**src/hw/rtl/neighbour_mask_tile_classifier_macros.svh**
```systemverilog
// assertion macros of the tile classifier rtl
// no dependencies; the top level includes this file by name
`ifndef NEIGHBOUR_MASK_TILE_CLASSIFIER_MACROS_SVH
`define NEIGHBOUR_MASK_TILE_CLASSIFIER_MACROS_SVH
`ifndef NO_ASSERTIONS
`define NTC_ASSERT(label, prop, msg) \
  label: assert property (@(posedge clk_i) disable iff (!rst_ni) prop) else $error(msg);
`define NTC_NEVER(label, cond, msg) \
  label: assert property (@(posedge clk_i) disable iff (!rst_ni) !(cond)) else $error(msg);
`else
`define NTC_ASSERT(label, prop, msg)
`define NTC_NEVER(label, cond, msg)
`endif
`endif

```
**src/hw/rtl/ntc_pkg.sv**
```systemverilog
// types, constants and lookup functions of the tile classifier
// no dependencies; used by the top level and the seed unit
package ntc_pkg;

  localparam int MAX_WIDTH   = 32;
  localparam int COL_W       = $clog2(MAX_WIDTH);
  localparam int STORE_DEPTH = 3 * MAX_WIDTH;
  localparam int ADDR_W      = $clog2(STORE_DEPTH);

  localparam int GW_W       = 6;
  localparam int GH_W       = 13;
  localparam int ROW_W      = 12;
  localparam int SEED_W     = 32;
  localparam int TEX_W      = 6;
  localparam int CODE_W     = 8;
  localparam int CFG_IDX_W  = 3;
  localparam int CFG_DATA_W = 32;

  localparam int SQ_W       = 27;
  localparam int SEED_STEPS = 32;
  localparam int STEP_W     = $clog2(SEED_STEPS);

  localparam int NB_READS = 9;
  localparam int NB_W     = 4;

  localparam logic [GH_W-1:0]   HEIGHT_LIMIT = 13'd4096;
  localparam logic [SEED_W-1:0] SEED_KICK    = 32'd54538;
  localparam logic [CODE_W-1:0] CODE_PLAIN   = 8'd1;

  typedef enum logic [CFG_IDX_W-1:0] {
    REG_GRID_WIDTH,
    REG_GRID_HEIGHT,
    REG_START_SEED,
    REG_CEIL_COUNT,
    REG_FLOOR_COUNT
  } cfg_reg_e;

  typedef enum logic [1:0] {
    CLS_FLOOR,
    CLS_CEIL,
    CLS_WALL,
    CLS_OTHER
  } cls_e;

  typedef enum logic [1:0] {
    OFS_ZERO,
    OFS_MINUS,
    OFS_PLUS
  } ofs_e;

  typedef enum logic [1:0] {
    ST_IDLE,
    ST_RUN,
    ST_PUT
  } st_e;

  // which cell of the pending list is being emitted
  typedef enum logic [1:0] {
    PH_PREV_LEFT,
    PH_PREV_CUR,
    PH_FLUSH
  } phase_e;

  typedef struct packed {
    logic              done;
    logic [TEX_W-1:0]  floor_tex;
    logic [TEX_W-1:0]  ceil_tex;
    logic [SEED_W-1:0] next_seed;
  } seed_stat_t;

  typedef struct packed {
    logic       hit;
    logic [3:0] list;
  } wall_hit_t;

  function automatic wall_hit_t wall_lookup(input logic [7:0] m);
    wall_hit_t res;
    res.hit = 1'b1;
    case (m) inside
      8'd64, 8'd96, 8'd192, 8'd224:                    res.list = 4'd0;
      8'd2, 8'd3, 8'd6, 8'd7:                          res.list = 4'd1;
      8'd16, 8'd20, 8'd144, 8'd148:                    res.list = 4'd2;
      8'd8, 8'd9, 8'd40, 8'd41:                        res.list = 4'd3;
      8'd128:                                          res.list = 4'd4;
      8'd32:                                           res.list = 4'd5;
      8'd4:                                            res.list = 4'd6;
      8'd1:                                            res.list = 4'd7;
      8'd104, 8'd105, 8'd232, 8'd233,
      8'd72, 8'd73, 8'd200, 8'd201:                    res.list = 4'd8;
      8'd208, 8'd212, 8'd240, 8'd244,
      8'd80, 8'd84, 8'd112, 8'd116:                    res.list = 4'd9;
      8'd11, 8'd15, 8'd43, 8'd47,
      8'd10, 8'd14, 8'd42, 8'd46:                      res.list = 4'd10;
      8'd22, 8'd23, 8'd150, 8'd151,
      8'd18, 8'd19, 8'd146, 8'd147:                    res.list = 4'd11;
      8'd90, 8'd91, 8'd94, 8'd95, 8'd122, 8'd123, 8'd126, 8'd127,
      8'd218, 8'd219, 8'd222, 8'd223, 8'd250, 8'd251, 8'd254, 8'd255:
                                                       res.list = 4'd13;
      default: begin
        res.hit  = 1'b0;
        res.list = 4'd0;
      end
    endcase
    return res;
  endfunction

  // read order: center first, then mask bits 0..7
  function automatic ofs_e nb_row(input logic [NB_W-1:0] k);
    ofs_e r;
    case (k)
      4'd1, 4'd2, 4'd3: r = OFS_MINUS;
      4'd6, 4'd7, 4'd8: r = OFS_PLUS;
      default:          r = OFS_ZERO;
    endcase
    return r;
  endfunction

  function automatic ofs_e nb_col(input logic [NB_W-1:0] k);
    ofs_e c;
    case (k)
      4'd1, 4'd4, 4'd6: c = OFS_MINUS;
      4'd3, 4'd5, 4'd8: c = OFS_PLUS;
      default:          c = OFS_ZERO;
    endcase
    return c;
  endfunction

  // slot of the row that lies b rows above the row in slot s
  function automatic logic [1:0] slot_back(input logic [1:0] s, input logic [1:0] b);
    logic [2:0] t;
    t = {1'b0, s} + 3'd3 - {1'b0, b};
    if (t >= 3'd3) begin
      t = t - 3'd3;
    end
    return t[1:0];
  endfunction

  function automatic logic [ADDR_W-1:0] slot_base(input logic [1:0] s);
    logic [ADDR_W-1:0] b;
    case (s)
      2'd0:    b = '0;
      2'd1:    b = ADDR_W'(MAX_WIDTH);
      default: b = ADDR_W'(2 * MAX_WIDTH);
    endcase
    return b;
  endfunction

endpackage

```
**src/hw/rtl/ntc_ram.sv**
```systemverilog
// generic single-write, single-read ram with registered read data
// no dependencies
module ntc_ram #(
  parameter int WIDTH = 2,
  parameter int DEPTH = 96
) (
  input  logic                     clk_i,
  input  logic                     we_i,
  input  logic [$clog2(DEPTH)-1:0] waddr_i,
  input  logic [WIDTH-1:0]         wdata_i,
  input  logic [$clog2(DEPTH)-1:0] raddr_i,
  output logic [WIDTH-1:0]         rdata_o
);

  logic [WIDTH-1:0] mem_q [DEPTH];
  logic [WIDTH-1:0] rdata_q;

  always_ff @(posedge clk_i) begin
    if (we_i) begin
      mem_q[waddr_i] <= wdata_i;
    end
    rdata_q <= mem_q[raddr_i];
  end

  assign rdata_o = rdata_q;

endmodule

```
**src/hw/rtl/ntc_seed.sv**
```systemverilog
// bit-serial seed unit: squares the seed and takes both texture remainders
// depends on ntc_pkg
module ntc_seed (
  input  logic                       clk_i,
  input  logic                       rst_ni,
  input  logic                       start_i,
  input  logic [ntc_pkg::SEED_W-1:0] seed_i,
  input  logic [ntc_pkg::TEX_W-1:0]  ceil_cnt_i,
  input  logic [ntc_pkg::TEX_W-1:0]  floor_cnt_i,
  output ntc_pkg::seed_stat_t        stat_o
);
  import ntc_pkg::*;

  logic              busy_q, done_q;
  logic [STEP_W-1:0] step_q;
  logic [SQ_W-1:0]   mcand_q, mplier_q, acc_q;
  logic [SEED_W-1:0] div_q, seed_q;
  logic [TEX_W-1:0]  remc_q, remf_q;
  logic [SEED_W-1:0] shifted;

  function automatic logic [TEX_W-1:0] rem_step(input logic [TEX_W-1:0] rem,
                                                input logic b,
                                                input logic [TEX_W-1:0] cnt);
    logic [TEX_W:0] r;
    r = {rem, b};
    if (r >= {1'b0, cnt}) begin
      r = r - {1'b0, cnt};
    end
    return r[TEX_W-1:0];
  endfunction

  always_ff @(posedge clk_i or negedge rst_ni) begin
    if (!rst_ni) begin
      busy_q <= 1'b0;
      done_q <= 1'b0;
      step_q <= '0;
    end else begin
      done_q <= busy_q && (step_q == STEP_W'(SEED_STEPS - 1)) && !start_i;
      if (start_i) begin
        busy_q <= 1'b1;
        step_q <= '0;
      end else if (busy_q) begin
        step_q <= step_q + 1'b1;
        if (step_q == STEP_W'(SEED_STEPS - 1)) begin
          busy_q <= 1'b0;
        end
      end
    end
  end

  // low 27 bits of the square are all that survive the shift by five
  always_ff @(posedge clk_i) begin
    if (start_i) begin
      seed_q   <= seed_i;
      mcand_q  <= seed_i[SQ_W-1:0];
      mplier_q <= seed_i[SQ_W-1:0];
      acc_q    <= '0;
      div_q    <= seed_i;
      remc_q   <= '0;
      remf_q   <= '0;
    end else if (busy_q) begin
      acc_q    <= acc_q + (mplier_q[0] ? mcand_q : '0);
      mcand_q  <= {mcand_q[SQ_W-2:0], 1'b0};
      mplier_q <= {1'b0, mplier_q[SQ_W-1:1]};
      div_q    <= {div_q[SEED_W-2:0], 1'b0};
      remc_q   <= rem_step(remc_q, div_q[SEED_W-1], ceil_cnt_i);
      remf_q   <= rem_step(remf_q, div_q[SEED_W-1], floor_cnt_i);
    end
  end

  // arithmetic shift right by 15 of the square shifted left by 5
  assign shifted = {{(SEED_W - SQ_W + 10){acc_q[SQ_W-1]}}, acc_q[SQ_W-1:10]};

  assign stat_o.done      = done_q;
  assign stat_o.floor_tex = (floor_cnt_i == '0) ? '0 : remf_q;
  assign stat_o.ceil_tex  = (ceil_cnt_i == '0) ? '0 : remc_q;
  assign stat_o.next_seed = (shifted == seed_q) ? seed_q + SEED_KICK : shifted;

endmodule

```
**src/hw/rtl/neighbour_mask_tile_classifier.sv**
```systemverilog
// channel    | valid       | stall        | payload
// config     | cfg_we_i    | (none)       | cfg_index_i, cfg_data_i
// cell in    | in_valid_i  | in_stall_o   | cell_class_i
// tile out   | out_valid_o | out_stall_i  | tile_code_o, last_of_run_o, frame_done_o
// each tile word runs the bit-serial seed unit (square and remainders) between start
// and hand-off; neighbor reads of the row store overlap it
// a cell that causes no tile is taken without stalling the input; one cell is in work at a time
// the frame's last cell yields up to the effective grid width + 2 words
// reset loads the geometry defaults and clears the counters; the row store is not cleared
// a stalled output word holds while the next word is already being worked out
// top level of the tile classifier; depends on ntc_pkg, ntc_ram, ntc_seed and the macros
`include "neighbour_mask_tile_classifier_macros.svh"
module neighbour_mask_tile_classifier (
  input  logic                           clk_i,
  input  logic                           rst_ni,
  input  logic                           cfg_we_i,
  input  logic [ntc_pkg::CFG_IDX_W-1:0]  cfg_index_i,
  input  logic [ntc_pkg::CFG_DATA_W-1:0] cfg_data_i,
  input  logic                           in_valid_i,
  output logic                           in_stall_o,
  input  logic [1:0]                     cell_class_i,
  output logic                           out_valid_o,
  input  logic                           out_stall_i,
  output logic [ntc_pkg::CODE_W-1:0]     tile_code_o,
  output logic                           last_of_run_o,
  output logic                           frame_done_o
);
  import ntc_pkg::*;

  logic [GW_W-1:0]   gw_q, ccnt_q, fcnt_q;
  logic [GH_W-1:0]   gh_q;
  logic [SEED_W-1:0] sseed_q, seed_q, seed_d;
  logic [COL_W-1:0]  col_q, c_q, j_q, ec, nb_c;
  logic [ROW_W-1:0]  row_q;
  logic [1:0]        slot_q, eslot_q, nb_back, nb_slot;
  logic              rge1_q, rge2_q, e_pc_q, e_fr_q;
  st_e               state_q, state_d;
  phase_e            phase_q, first_phase, nxt_phase;
  logic              first_ok, has_next;
  logic [COL_W-1:0]  nxt_j;

  logic [GW_W-1:0]   w_eff;
  logic [GH_W-1:0]   h_eff;
  logic [GW_W:0]     col_nx;
  logic [GH_W-1:0]   row_nx;
  logic              end_row, end_frame, acc_in, start, load;

  logic [NB_W-1:0]   rd_k_q, rd_sel_q, sel_m1;
  logic              rd_v_q, rd_ok_q, row_ok, col_ok, re_prev;
  ofs_e              dr, dc;
  logic [ADDR_W-1:0] waddr, raddr;
  logic [1:0]        rdata;
  cls_e              cls_q;
  logic [7:0]        mask_q;
  wall_hit_t         wh;
  logic [CODE_W-1:0] code;

  logic              out_valid_q, last_q, done_flag_q;
  logic [CODE_W-1:0] tile_code_q;
  seed_stat_t        stat;

  // effective geometry
  always_comb begin
    w_eff = gw_q;
    if (gw_q == '0) begin
      w_eff = GW_W'(1);
    end else if (gw_q > GW_W'(MAX_WIDTH)) begin
      w_eff = GW_W'(MAX_WIDTH);
    end
    h_eff = gh_q;
    if (gh_q == '0) begin
      h_eff = GH_W'(1);
    end else if (gh_q > HEIGHT_LIMIT) begin
      h_eff = HEIGHT_LIMIT;
    end
  end

  assign col_nx    = (GW_W+1)'(col_q) + 1'b1;
  assign row_nx    = GH_W'(row_q) + 1'b1;
  assign end_row   = col_nx >= {1'b0, w_eff};
  assign end_frame = end_row && (row_nx >= h_eff);
  assign in_stall_o = (state_q != ST_IDLE);
  assign acc_in    = in_valid_i && !in_stall_o;

  // first tile this cell releases
  always_comb begin
    first_ok    = 1'b1;
    first_phase = PH_FLUSH;
    if (row_q != '0 && col_q != '0) begin
      first_phase = PH_PREV_LEFT;
    end else if (row_q != '0 && end_row) begin
      first_phase = PH_PREV_CUR;
    end else if (!end_frame) begin
      first_ok = 1'b0;
    end
  end

  // tile after the one being emitted
  always_comb begin
    has_next  = 1'b0;
    nxt_phase = PH_FLUSH;
    nxt_j     = '0;
    case (phase_q)
      PH_PREV_LEFT: begin
        if (e_pc_q) begin
          has_next  = 1'b1;
          nxt_phase = PH_PREV_CUR;
        end else if (e_fr_q) begin
          has_next = 1'b1;
        end
      end
      PH_PREV_CUR: begin
        has_next = e_fr_q;
      end
      PH_FLUSH: begin
        has_next = (j_q != c_q);
        nxt_j    = j_q + 1'b1;
      end
      default: begin
        has_next = 1'b0;
      end
    endcase
  end

  // state machine
  always_comb begin
    state_d = state_q;
    start   = 1'b0;
    load    = 1'b0;
    case (state_q)
      ST_IDLE: begin
        if (acc_in && first_ok) begin
          state_d = ST_RUN;
          start   = 1'b1;
        end
      end
      ST_RUN: begin
        if (stat.done) begin
          state_d = ST_PUT;
        end
      end
      ST_PUT: begin
        if (!out_valid_q || !out_stall_i) begin
          load = 1'b1;
          if (has_next) begin
            state_d = ST_RUN;
            start   = 1'b1;
          end else begin
            state_d = ST_IDLE;
          end
        end
      end
      default: begin
        state_d = ST_IDLE;
      end
    endcase
  end

  always_ff @(posedge clk_i or negedge rst_ni) begin
    if (!rst_ni) begin
      state_q <= ST_IDLE;
    end else begin
      state_q <= state_d;
    end
  end

  // configuration registers
  always_ff @(posedge clk_i or negedge rst_ni) begin
    if (!rst_ni) begin
      gw_q    <= GW_W'(32);
      gh_q    <= GH_W'(32);
      sseed_q <= '0;
      ccnt_q  <= GW_W'(1);
      fcnt_q  <= GW_W'(1);
    end else if (cfg_we_i) begin
      case (cfg_reg_e'(cfg_index_i))
        REG_GRID_WIDTH:  gw_q    <= cfg_data_i[GW_W-1:0];
        REG_GRID_HEIGHT: gh_q    <= cfg_data_i[GH_W-1:0];
        REG_START_SEED:  sseed_q <= cfg_data_i[SEED_W-1:0];
        REG_CEIL_COUNT:  ccnt_q  <= cfg_data_i[TEX_W-1:0];
        REG_FLOOR_COUNT: fcnt_q  <= cfg_data_i[TEX_W-1:0];
        default: begin
        end
      endcase
    end
  end

  // seed state
  always_comb begin
    seed_d = seed_q;
    if (cfg_we_i && cfg_reg_e'(cfg_index_i) == REG_START_SEED
        && col_q == '0 && row_q == '0) begin
      seed_d = cfg_data_i[SEED_W-1:0];
    end else if (load) begin
      seed_d = (!has_next && e_fr_q) ? sseed_q : stat.next_seed;
    end
  end

  always_ff @(posedge clk_i or negedge rst_ni) begin
    if (!rst_ni) begin
      seed_q <= '0;
    end else begin
      seed_q <= seed_d;
    end
  end

  // raster counters and the pending tile list
  always_ff @(posedge clk_i or negedge rst_ni) begin
    if (!rst_ni) begin
      col_q   <= '0;
      row_q   <= '0;
      slot_q  <= '0;
      phase_q <= PH_FLUSH;
      j_q     <= '0;
      c_q     <= '0;
      eslot_q <= '0;
      rge1_q  <= 1'b0;
      rge2_q  <= 1'b0;
      e_pc_q  <= 1'b0;
      e_fr_q  <= 1'b0;
    end else if (acc_in) begin
      c_q     <= col_q;
      eslot_q <= slot_q;
      rge1_q  <= (row_q != '0);
      rge2_q  <= (row_q > ROW_W'(1));
      e_pc_q  <= (row_q != '0) && end_row;
      e_fr_q  <= end_frame;
      phase_q <= first_phase;
      j_q     <= '0;
      if (end_frame) begin
        col_q  <= '0;
        row_q  <= '0;
        slot_q <= '0;
      end else if (end_row) begin
        col_q  <= '0;
        row_q  <= row_q + 1'b1;
        slot_q <= (slot_q == 2'd2) ? 2'd0 : slot_q + 1'b1;
      end else begin
        col_q <= col_q + 1'b1;
      end
    end else if (load) begin
      phase_q <= nxt_phase;
      j_q     <= nxt_j;
    end
  end

  // window of the tile being emitted
  always_comb begin
    case (phase_q)
      PH_PREV_LEFT: ec = c_q - 1'b1;
      PH_PREV_CUR:  ec = c_q;
      default:      ec = j_q;
    endcase
    re_prev = (phase_q != PH_FLUSH);
    dr      = nb_row(rd_k_q);
    dc      = nb_col(rd_k_q);
    nb_back = re_prev ? 2'd1 : 2'd0;
    case (dr)
      OFS_MINUS: begin
        row_ok  = re_prev ? rge2_q : rge1_q;
        nb_back = nb_back + 2'd1;
      end
      OFS_PLUS: begin
        row_ok  = re_prev;
        nb_back = nb_back - 2'd1;
      end
      default: row_ok = 1'b1;
    endcase
    case (dc)
      OFS_MINUS: begin
        col_ok = (ec != '0);
        nb_c   = ec - 1'b1;
      end
      OFS_PLUS: begin
        col_ok = ((GW_W+1)'(ec) + 1'b1) < {1'b0, w_eff};
        nb_c   = ec + 1'b1;
      end
      default: begin
        col_ok = 1'b1;
        nb_c   = ec;
      end
    endcase
    nb_slot = slot_back(eslot_q, nb_back);
    raddr   = (row_ok && col_ok) ? slot_base(nb_slot) + ADDR_W'(nb_c) : '0;
  end

  assign waddr = slot_base(slot_q) + ADDR_W'(col_q);

  ntc_ram #(
    .WIDTH (2),
    .DEPTH (STORE_DEPTH)
  ) u_store (
    .clk_i   (clk_i),
    .we_i    (acc_in),
    .waddr_i (waddr),
    .wdata_i (cell_class_i),
    .raddr_i (raddr),
    .rdata_o (rdata)
  );

  // one store read per cycle, center then the eight neighbors
  always_ff @(posedge clk_i or negedge rst_ni) begin
    if (!rst_ni) begin
      rd_k_q <= NB_W'(NB_READS);
      rd_v_q <= 1'b0;
    end else begin
      rd_v_q <= (state_q == ST_RUN) && (rd_k_q != NB_W'(NB_READS));
      if (start) begin
        rd_k_q <= '0;
      end else if (state_q == ST_RUN && rd_k_q != NB_W'(NB_READS)) begin
        rd_k_q <= rd_k_q + 1'b1;
      end
    end
  end

  assign sel_m1 = rd_sel_q - 1'b1;

  always_ff @(posedge clk_i) begin
    rd_sel_q <= rd_k_q;
    rd_ok_q  <= row_ok && col_ok;
    if (rd_v_q) begin
      if (rd_sel_q == '0) begin
        cls_q <= cls_e'(rdata);
      end else begin
        mask_q[sel_m1[2:0]] <= rd_ok_q && (cls_e'(rdata) == CLS_FLOOR);
      end
    end
  end

  ntc_seed u_seed (
    .clk_i       (clk_i),
    .rst_ni      (rst_ni),
    .start_i     (start),
    .seed_i      (seed_d),
    .ceil_cnt_i  (ccnt_q),
    .floor_cnt_i (fcnt_q),
    .stat_o      (stat)
  );

  // tile code
  always_comb begin
    wh = wall_lookup(mask_q);
    case (cls_q)
      CLS_FLOOR: code = {stat.floor_tex, 2'b00};
      CLS_CEIL:  code = {stat.ceil_tex, 2'b01};
      CLS_WALL:  code = wh.hit ? {2'b00, wh.list, 2'b10} : CODE_PLAIN;
      default:   code = CODE_PLAIN;
    endcase
  end

  // output word register
  always_ff @(posedge clk_i or negedge rst_ni) begin
    if (!rst_ni) begin
      out_valid_q <= 1'b0;
    end else if (load) begin
      out_valid_q <= 1'b1;
    end else if (!out_stall_i) begin
      out_valid_q <= 1'b0;
    end
  end

  always_ff @(posedge clk_i) begin
    if (load) begin
      tile_code_q <= code;
      last_q      <= !has_next;
      done_flag_q <= (phase_q == PH_FLUSH) && (j_q == c_q);
    end
  end

  assign out_valid_o   = out_valid_q;
  assign tile_code_o   = tile_code_q;
  assign last_of_run_o = last_q;
  assign frame_done_o  = done_flag_q;

  `NTC_ASSERT(a_seed_done_in_run, stat.done |-> (state_q == ST_RUN), "seed unit done outside run")
  `NTC_ASSERT(a_put_holds, (state_q == ST_PUT) && out_valid_q && out_stall_i |=> (state_q == ST_PUT) && $stable(tile_code_q), "word overwritten while stalled")
  `NTC_ASSERT(a_done_is_last, out_valid_o && frame_done_o |-> last_of_run_o, "frame end word not last of run")
  `NTC_NEVER(a_reads_finished, (state_q == ST_PUT) && (rd_k_q != NB_W'(NB_READS)), "window reads still pending at hand-off")

endmodule
```
**config.mk**
```make
export PLATFORM = sky130hd
export DESIGN_NAME = neighbour_mask_tile_classifier
export DESIGN_NICKNAME = d
export VERILOG_FILES = /design/src/hw/rtl/ntc_pkg.sv /design/src/hw/rtl/ntc_ram.sv /design/src/hw/rtl/ntc_seed.sv /design/src/hw/rtl/neighbour_mask_tile_classifier.sv
export VERILOG_INCLUDE_DIRS = /design/src /design/src/hw/rtl
export SDC_FILE = /design/constraint.sdc
export NUM_CORES = 1
export LEC_CHECK = 0
export BUFFER_PORTS_ARGS = -buffer_cell sky130_fd_sc_hd__buf_4
export CAP_MARGIN = 20
export CELL_PAD_IN_SITES_DETAIL_PLACEMENT = 1
export CELL_PAD_IN_SITES_GLOBAL_PLACEMENT = 2
export CORE_ASPECT_RATIO = 0.7
export CORE_MARGIN = 5
export CORE_UTILIZATION = 35
export CTS_CLUSTER_DIAMETER = 200
export CTS_CLUSTER_SIZE = 14
export DETAILED_ROUTE_END_ITERATION = 7
export MAX_ROUTING_LAYER = met4
export PLACE_DENSITY_LB_ADDON = 0.2
export SYNTH_ARGS = -nofsm -noshare
export SYNTH_HDL_FRONTEND = slang
export SYNTH_SLANG_ARGS = --single-unit
```
**constraint.sdc**
```tcl
create_clock -name clk_i -period 8.09 [get_ports clk_i]
set_clock_uncertainty 0.2 [all_clocks]
set_input_delay 1.2135 -clock clk_i [delete_from_list [all_inputs] [get_ports clk_i]]
set_output_delay 1.2135 -clock clk_i [all_outputs]
set_load 0.02 [all_outputs]
```
# Word-level counts from Yosys, hierarchy flattened
# Memories as Yosys holds them, arrays and structs flattened. A register that Yosys moved wholly into a read port is not among the register bits.
# Cells that the tools add are included.
# op_classes
n_addsub	24
magnitude_cmp	11
eq_ne	103
muxes	107
n_bitwise	1
reduce_logical	66
# op_table
op	count
$eq A8 B8 Y1 const B	25
$mux W32	6
$eq A8 B7 Y1 const B	18
$mux W27	5
$mux W4	15
$eq A8 B6 Y1 const B	7
$eq A8 B4 Y1 const B	6
$eq A8 B5 Y1 const B	6
$mux W6	7
$mux W5	7
$mux W1	34
$add A32 B16 Y32 const B	1
$eq A32 B32 Y1	1
$reduce_or A8 Y1	4
$pmux W7 S2	2
$add A27 B27 Y27	1
$mux W13	2
$mux W2	13
$eq A8 B3 Y1 const B	3
$mux W12	2
$pmux W8 S3	1
$add A5 B1 Y5 const B	4
$pmux W5 S2	2
$logic_not A6 Y1	3
66 further kinds	137
# totals
regBits	329
ramBits	192
input_bits	42
out_inout_bits	12
wordCells	351
memories	1
# memory_table
name	depth	width	rd	rd_ports_with_merged_regs	wr	line_no	text
u_store.mem_q	96	2	1	1	1	ntc_ram.sv:15	logic [WIDTH-1:0] mem_q [DEPTH];

# Depth between registers and ports, before layout
# Gate-level depths: netlist of run 1.
# depth
ltp_word	17
mapped_depth	21
depth_no_buf	20

# Cells and area by module
# Synthesis of run 1 repeated with hierarchy kept, for this count alone.
# hier_totals
cells_unflattened	2200
area_unflattened_um2	25161.6
# by_module_without_submodules
module	n_inst	cells_each	area_each_um2	seq_area_each_um2
neighbour_mask_tile_classifier	1	882	9037.4	4212.8
ntc_seed	1	857	8102.8	3688.5
ntc_ram	1	461	8021.4	5805.6

# Worst setup path before layout of run 1
# No wires, ideal clock.
# synth_path
path_kind	register to register
startpoint	reg row_q[2]
endpoint	reg u_seed.div_q[0] (enable)
setup_time_ps	656
arrival_ps	3826
setup_slack_ps	3408
path_stages_with_launch	17
n_path_buf	1
period_less_slack_ps	4682
cell_sequence	dfrtp_1 > nand3_1 > nor3_1 > nand3_1 > xnor2_1 > ha_1 > a21o_1 > a21oi_1 > nor2b_1 > o21ai_0 > nand2b_1 > a21oi_1 > a21boi_0 > o21ba_2 > nor2_1 > clkbuf_1 > nand2_1
# synth_via
elab_chain_len	10
word_cells_on_any_way	13
cone_classes	1 x add/sub; 1 x order compare; 5 x mux; 6 x reduce/logical
# synth_rtl
item	line_no	text
from (decl)	neighbour_mask_tile_classifier.sv:34	logic [ROW_W-1:0] row_q;
from (signal assigned)	neighbour_mask_tile_classifier.sv:236	row_q <= row_q + 1'b1;
$add A12 B1 Y13	neighbour_mask_tile_classifier.sv:79	assign row_nx = GH_W'(row_q) + 1'b1;
$ge A13 B13 Y1	neighbour_mask_tile_classifier.sv:81	assign end_frame = end_row && (row_nx >= h_eff);
$logic_and A1 B1 Y1	neighbour_mask_tile_classifier.sv:81	
$mux W1	neighbour_mask_tile_classifier.sv:93	end else if (!end_frame) begin
$mux W1	neighbour_mask_tile_classifier.sv:91	end else if (row_q != '0 && end_row) begin
$mux W1 *	neighbour_mask_tile_classifier.sv:89	if (row_q != '0 && col_q != '0) begin
$logic_and A1 B1 Y1 *	neighbour_mask_tile_classifier.sv:132	if (acc_in && first_ok) begin
$mux W1 *	neighbour_mask_tile_classifier.sv:132	
$pmux W1 S2 *	neighbour_mask_tile_classifier.sv:130	case (state_q)
$reduce_bool A2 Y1 (no line) *	n/a	
to (signal assigned)	ntc_seed.sv:58	div_q <= seed_i;
to (signal assigned)	ntc_seed.sv:65	div_q <= {div_q[SEED_W-2:0], 1'b0};
to (decl)	ntc_seed.sv:17	logic [SEED_W-1:0] div_q, seed_q;
# Mark *: on every way between the ends. The rest lies on a longest branch, timed or not.
# A chain may end at the register's enable or synchronous reset.

# Worst setup path in the final report of run 1
# layout_path
startpoint	reg c_q[0]
endpoint	reg u_store.rdata_q[1], in the netlist u_store.rdata_o[1], read port of u_store.mem_q
# layout_via
elab_chain_len	7
word_cells_on_any_way	12
cone_classes	5 x add/sub; 1 x order compare; 4 x mux; 2 x reduce/logical
# layout_rtl
item	line_no	text
from (decl)	neighbour_mask_tile_classifier.sv:33	logic [COL_W-1:0] col_q, c_q, j_q, ec, nb_c;
from (signal assigned)	neighbour_mask_tile_classifier.sv:222	c_q <= col_q;
$sub A5 B1 Y5	neighbour_mask_tile_classifier.sv:250	PH_PREV_LEFT: ec = c_q - 1'b1;
$pmux W5 S2 *	neighbour_mask_tile_classifier.sv:249	case (phase_q)
$add A5 B1 Y6	neighbour_mask_tile_classifier.sv:275	col_ok = ((GW_W+1)'(ec) + 1'b1) < {1'b0, w_eff};
$lt A6 B6 Y1	neighbour_mask_tile_classifier.sv:275	
$pmux W1 S2	neighbour_mask_tile_classifier.sv:269	case (dc)
$logic_and A1 B1 Y1	neighbour_mask_tile_classifier.sv:284	raddr = (row_ok && col_ok) ? slot_base(nb_slot) + ADDR_W'(nb_c) : '0;
$mux W7 *	neighbour_mask_tile_classifier.sv:284	
to (decl)	ntc_ram.sv:16	logic [WIDTH-1:0] rdata_q;
# Marks and branches as above.

==> results of run 1 <==
## stage by stage
| step | setup WS, ps | instance area [um2] |
|---|---|---|
| finish | 2460 | 27500 |
| global route | 2100 | 27500 |
| CTS | 2590 | 27500 |
| detailed placement | 2590 | 26300 |
| global placement | 2740 | 26300 |
| floorplan | 3410 | 24900 |
## state kept, by name, indices dropped and copies added (netlist names), 5 cells and up
name / cells
u_store.mem_q: 192
u_seed.mplier_q: 27
u_seed.step_q: 5
gw_q: 6
sseed_q: 32
gh_q: 13
ccnt_q: 6
u_seed.seed_q: 32
c_q: 5
row_q: 12
u_seed.acc_q: 27
fcnt_q: 6
seed_q: 32
u_seed.remc_q: 6
u_seed.remf_q: 6
j_q: 5
u_seed.div_q: 7
tile_code_o: 8
col_q: 5
u_seed.mcand_q: 25
mask_q: 8
## path summary, 6_finish.rpt
path	start	to	slack (ps)	cells after the start
setup / recovery	c_q[0]	u_store.rdata_o[1]	2460	20
hold / removal	rd_k_q[0]	rd_sel_q[0]	270	0
setup reg to reg	c_q[0]	u_store.rdata_o[1]	2460	20
hold reg to reg	rd_k_q[0]	rd_sel_q[0]	270	0
max in group asynchronous	rst_ni	seed_q[29]	5840	2
min in group asynchronous	rst_ni	u_seed.done_q	470	1
## routing by layer
layer,share of wire (%),track usage (%)
met5,0,-
met4,1.2,3.36
met3,5.5,3.62
met1,53,32.7
met2,40,28.9
## layout make-up
type	count	area (um2)	area share (%)
well taps	954	1190	4.33
multi-input cells	1605	10500	38.2
clock inverters	2	17.5	0.0636
inverters	75	284	1.03
clock buffers	74	1190	4.33
flip-flops and latches	496	13700	49.8
repair buffers	83	634	2.30
## cells by family after synthesis
logic type | after synthesis | share of synthesized area, %
DFF | 496 | 55.1
buffers and inverters | 179 | 2.90
AOI/OAI and AO/OA | 462 | 12.3
xor gates and xnor gates | 83 | 2.92
and+or+nand+nor | 797 | 14.6
adders and majority gates | 94 | 4.87
muxes | 169 | 7.33
## cell usage after synthesis, types with 34 or more instances
library cell | number | area share, %
a21o_1 | 34 | 1.0
a21oi_1 | 105 | 2.1
clkbuf_1 | 77 | 1.2
dfrtp_1 | 140 | 14
dfxtp_1 | 46 | 3.7
edfxtp_1 | 303 | 37
ha_1 | 89 | 4.5
inv_1 | 71 | 1.1
mux2_2 | 105 | 4.7
mux2i_1 | 63 | 2.5
nand2_1 | 246 | 3.7
nand3_1 | 71 | 1.4
nor2_1 | 267 | 4.0
o21ai_0 | 92 | 1.8
xnor2_1 | 57 | 2.0
## worst register-to-register path: stages (launching register included)
cell and delay [ps]:
dfrtp_1 430, inv_1 80, ha_1 290, mux2i_1 70
mux2i_1 370, inv_1 200, ha_1 260, nand3_1 90
xor2_1 170, ha_1 280, a21o_1 190, a211o_1 300
nor3_1 230, a21o_1 320, o21ai_2 320, inv_2 330
nand2_1 360, a311oi_1 580, a211oi_1 110, a211o_1 290
o211ai_1 90
==> results.md, run 1 <==
- H-tree depth: 2
- Antenna violations before repair: 3
- Slew Limit Fails: 0
- CP top delay family: compound AO/OA/AOI/OAI gates
- Slew @ Worst Pin: 1130 ps
- 1st-iter DRT viols: 1341
- CTS tree: done
- Nets: 2438
- Critical path's largest stage delay: 580 ps
- Startpoint types: register
- Die height: 233 um
- Synth unique cells: 89
- Clock transition at path regs: 80 ps
- Worst EP required: 8410 ps
- Part of the cycle the worst path needs: 69.5%
- Worst setup EP type: register
- Syn nets: 2416
- Placed Cells: 3212
- Hold_buf cts: 0
- # diodes: 0
- CTS resizes: 0
- Drt pass-1 iters: 5
- Hold Fails Final Rpt: 0
- Cell Rows: 81
- Synth Area per Inst: 10.9 um2
- Critical path buffers and inverters: 3
- Overflow left after global routing: 0
- CTS Buffer Depth: 3
- # DRC: 0
- Post-synth EDFFs: 303
- Via/cell ratio: 5.53
- DRT Wirelength: 78.4 mm
- Core Area: 0.0701 mm2
- Slew headroom: 24.2%
- Area of the mapped netlist: 0.0249 mm2
- IO Pins: 54
- Clock Sinks: 496
- WP data arrival: 5940 ps
- Largest net degree at the start of global routing: 97
- Die area: 0.0767 mm2
- Root Buffer: clkbuf_16
- Vias: 18200
- Final core occ: 39.3%
- Routed len/inst: 23.8 um
- Synth Flop Type: edfxtp_1
- Unrepaired setup endpoints after global routing: no
- Vias in the first global route: 18900
- GRT Total Usage: 21.0%
- Most frequent CP cell: ha_1
- Seq/Total Area, Yosys: 55.1%
- Mapped Cells: 2280
- Yosys reg bits: 496
- Non-filler cells, final: 3289
- Post-synth ARST share: 29.6%
- Max Cap Viol: 0
- CTS buffer count: 41
- Area grow syn2layout: 10.6%
- Die W: 329 um
- Post-DP HPWL: 54.7 mm
- Status: finished clean
- Sum Neg Setup Slack: 0 ps
- Layout cells sized above 1: 11.8%
- Most common cell after layout, fill and taps aside: edfxtp_1
- Crit-path cells: inv_1 > ha_1 > mux2i_1 > mux2i_1 > inv_1 > ha_1 > nand3_1 > xor2_1 > ha_1 > a21o_1 > a211o_1 > nor3_1 > a21o_1 > o21ai_2 > inv_2 > nand2_1 > a311oi_1 > a211oi_1 > a211o_1 > o211ai_1
- Fin Hold WS: 266 ps
- YS warnings: 0
- Max Clk Rate: 0.178 GHz
- Post-CTS setup buffer count: 0
- Post-route ant nets: 0
- WS Path Type: reg -> reg
- Crit path max-delay cell type: a311oi_1
- Crit-path max FO: 20
- First-pass GRT wire length: 120 mm
- RePlAce Congestion: 0.893
- Clk_lat worst skew: 600 ps
- PortBufs: 53
- Most frequent cells in the layout: edfxtp_1 (303), nor2_1 (267), nand2_1 (244)
- Hold/Removal Path Class: reg -> reg
- Min Tclk post-route: 5630 ps
- Filler instances: 7674
- Starting Density: 35.5%
- Endpoints failing setup: 0
Power of run 1 is left out: the tool's default activity adds up to more than one toggle a clock period on the data nets, which glitch-free logic cannot reach.
==> run 2: changes to the inputs <==
==> constraint.sdc (replaced) <==
create_clock -name clk_i -period 5.4 [get_ports clk_i]
set_clock_uncertainty 0.2 [all_clocks]
set_input_delay 0.81 -clock clk_i [delete_from_list [all_inputs] [get_ports clk_i]]
set_output_delay 0.81 -clock clk_i [all_outputs]
set_load 0.02 [all_outputs]
==> run 2 against run 1 <==
Critical path depth unchanged. Worst hold slack about the same. Core utilization increased by 0.36 points. Via count increased by 1.2%. Register-to-register slack got worse by 2100 ps. Global-route usage decreased by 0.11 points. Largest cell class unchanged. Highest routed layer unchanged.
==> results.md, run 2 (synthesis gave the netlist of run 1 again) <==
- Status: finished clean
- Nets: 2470
- Post-route ant nets: 0
- Overflow left after global routing: 0
- Antenna violations before repair: 1
- DRT Wirelength: 78.9 mm
- Slew Limit Fails: 0
- Most frequent cells in the layout: edfxtp_1 (303), nor2_1 (267), nand2_1 (243)
- Hold Fails Final Rpt: 0
- Area grow syn2layout: 11.6%
- Most common cell after layout, fill and taps aside: edfxtp_1
- Worst setup EP type: register
- Min Tclk post-route: 4990 ps
- Routed wl met3: 5.01 mm
- Hold/Removal Path Class: reg -> reg
- Root Buffer: clkbuf_16
- Max Cap Viol: 0
- GRT Total Usage: 20.9%
- Crit-path max FO: 18
- Clk_lat worst skew: 600 ps
- Layout cells sized above 1: 13.1%
- Worst EP required: 5670 ps
- WP data arrival: 5260 ps
- 1st-iter DRT viols: 1565
- Vias in the first global route: 18700
- Die W: 329 um
- Slew headroom: 25.4%
- Clock transition at path regs: 80 ps
- Slew @ Worst Pin: 1120 ps
- # DRC: 0
- Cell Rows: 81
- Unrepaired setup endpoints after global routing: no
- Met2 WL post-DR: 32.1 mm
- Vias: 18400
- CTS tree: done
- IO Pins: 54
- Top sig layer: met4
- PortBufs: 53
- Routed len/inst: 23.8 um
- Met1 wire length: 40.9 mm
- Largest net degree at the start of global routing: 97
- Sum Neg Setup Slack: 0 ps
- Clock Sinks: 496
- Die height: 233 um
- RePlAce Congestion: 0.919
- WS Path Type: reg -> reg
- Filler instances: 7698
- First-pass GRT wire length: 119 mm
- # diodes: 0
- Starting Density: 35.5%
- H-tree depth: 2
- Part of the cycle the worst path needs: 92.4%
- Post-DP HPWL: 56.1 mm
- Sequential cell area: 0.0137 mm2
- CTS Buffer Depth: 3
- Max Clk Rate: 0.200 GHz
- Via/cell ratio: 5.55
- Register bank with the most flops: u_store.mem_q
- Endpoints failing setup: 0
- CTS buffer count: 41
- Area of the multi-input gates: 0.0105 mm2
- Die area: 0.0767 mm2
- Max FFs per register: 192
- Drt pass-1 iters: 5
- Startpoint types: register
- Core Area: 0.0701 mm2
-- run 2: repair_timing --
item / 4_1_cts / 5_1_grt
resized for setup: 0 / 5
hold buffers: 1 / 0
endpoints found under the setup margin: 0 / 2
buffers inserted: 0 / 2
endpoints found under the hold margin: 38 / 0
-- run 2: final cells by class --
type / count / area share, %
flip-flops and latches: 496 / 49.3
clock inverters: 2 / 0.0900
repair buffers: 114 / 3.19
inverters: 75 / 1.02
well taps: 954 / 4.29
multi-input cells: 1606 / 37.9
clock buffers: 73 / 4.20
-- run 2: path summary, 6_finish.rpt --
path                       slack, ps                 end  cells past startpoint  startpoint
max                              410  u_store.rdata_o[1]                     20      c_q[0]
min                              270         rd_sel_q[0]                      0   rd_k_q[0]
max reg2reg                      410  u_store.rdata_o[1]                     20      c_q[0]
min reg2reg                      270         rd_sel_q[0]                      0   rd_k_q[0]
max in group asynchronous       3360         sseed_q[26]                      3      rst_ni
min in group asynchronous        490            row_q[7]                      2      rst_ni
-- run 2: layer usage --
metal  up-vias  track usage, %
met4         0            3.35
met3        69            3.72
met5         -               -
met1      9510            32.5
li1       8415               -
met2       429            28.6
-- run 2: worst max-delay path, stage by stage (launching register included) --
cell	delay, ps
dfrtp_1	430
inv_1	90
ha_1	280
mux2i_1	100
mux2i_2	290
inv_1	160
ha_1	240
nand3_1	100
xor2_1	180
ha_1	280
a21o_1	200
a211o_1	300
nor3_1	220
a21o_2	230
o21ai_2	90
buf_4	250
nor3_2	390
nand3_1	110
and3_1	210
o31ai_1	370
o211ai_1	140
-- run 2: through the flow --
stage / cells / worst slack [ps] / instance area (um2) / utilization, % / hold WS (ps)
detailed placement: 3241 / 136 / 26600 / 37.9 / 255
global placement: 3241 / 290 / 26600 / 37.9 / 251
finish: 3320 / 411 / 27800 / 39.6 / 266
floorplan: 2280 / 718 / 24900 / - / 145
CTS: 3317 / 110 / 27800 / 39.6 / 231
global route: 3320 / 58.3 / 27800 / 39.6 / 236
Power of run 2 is left out for the same reason.
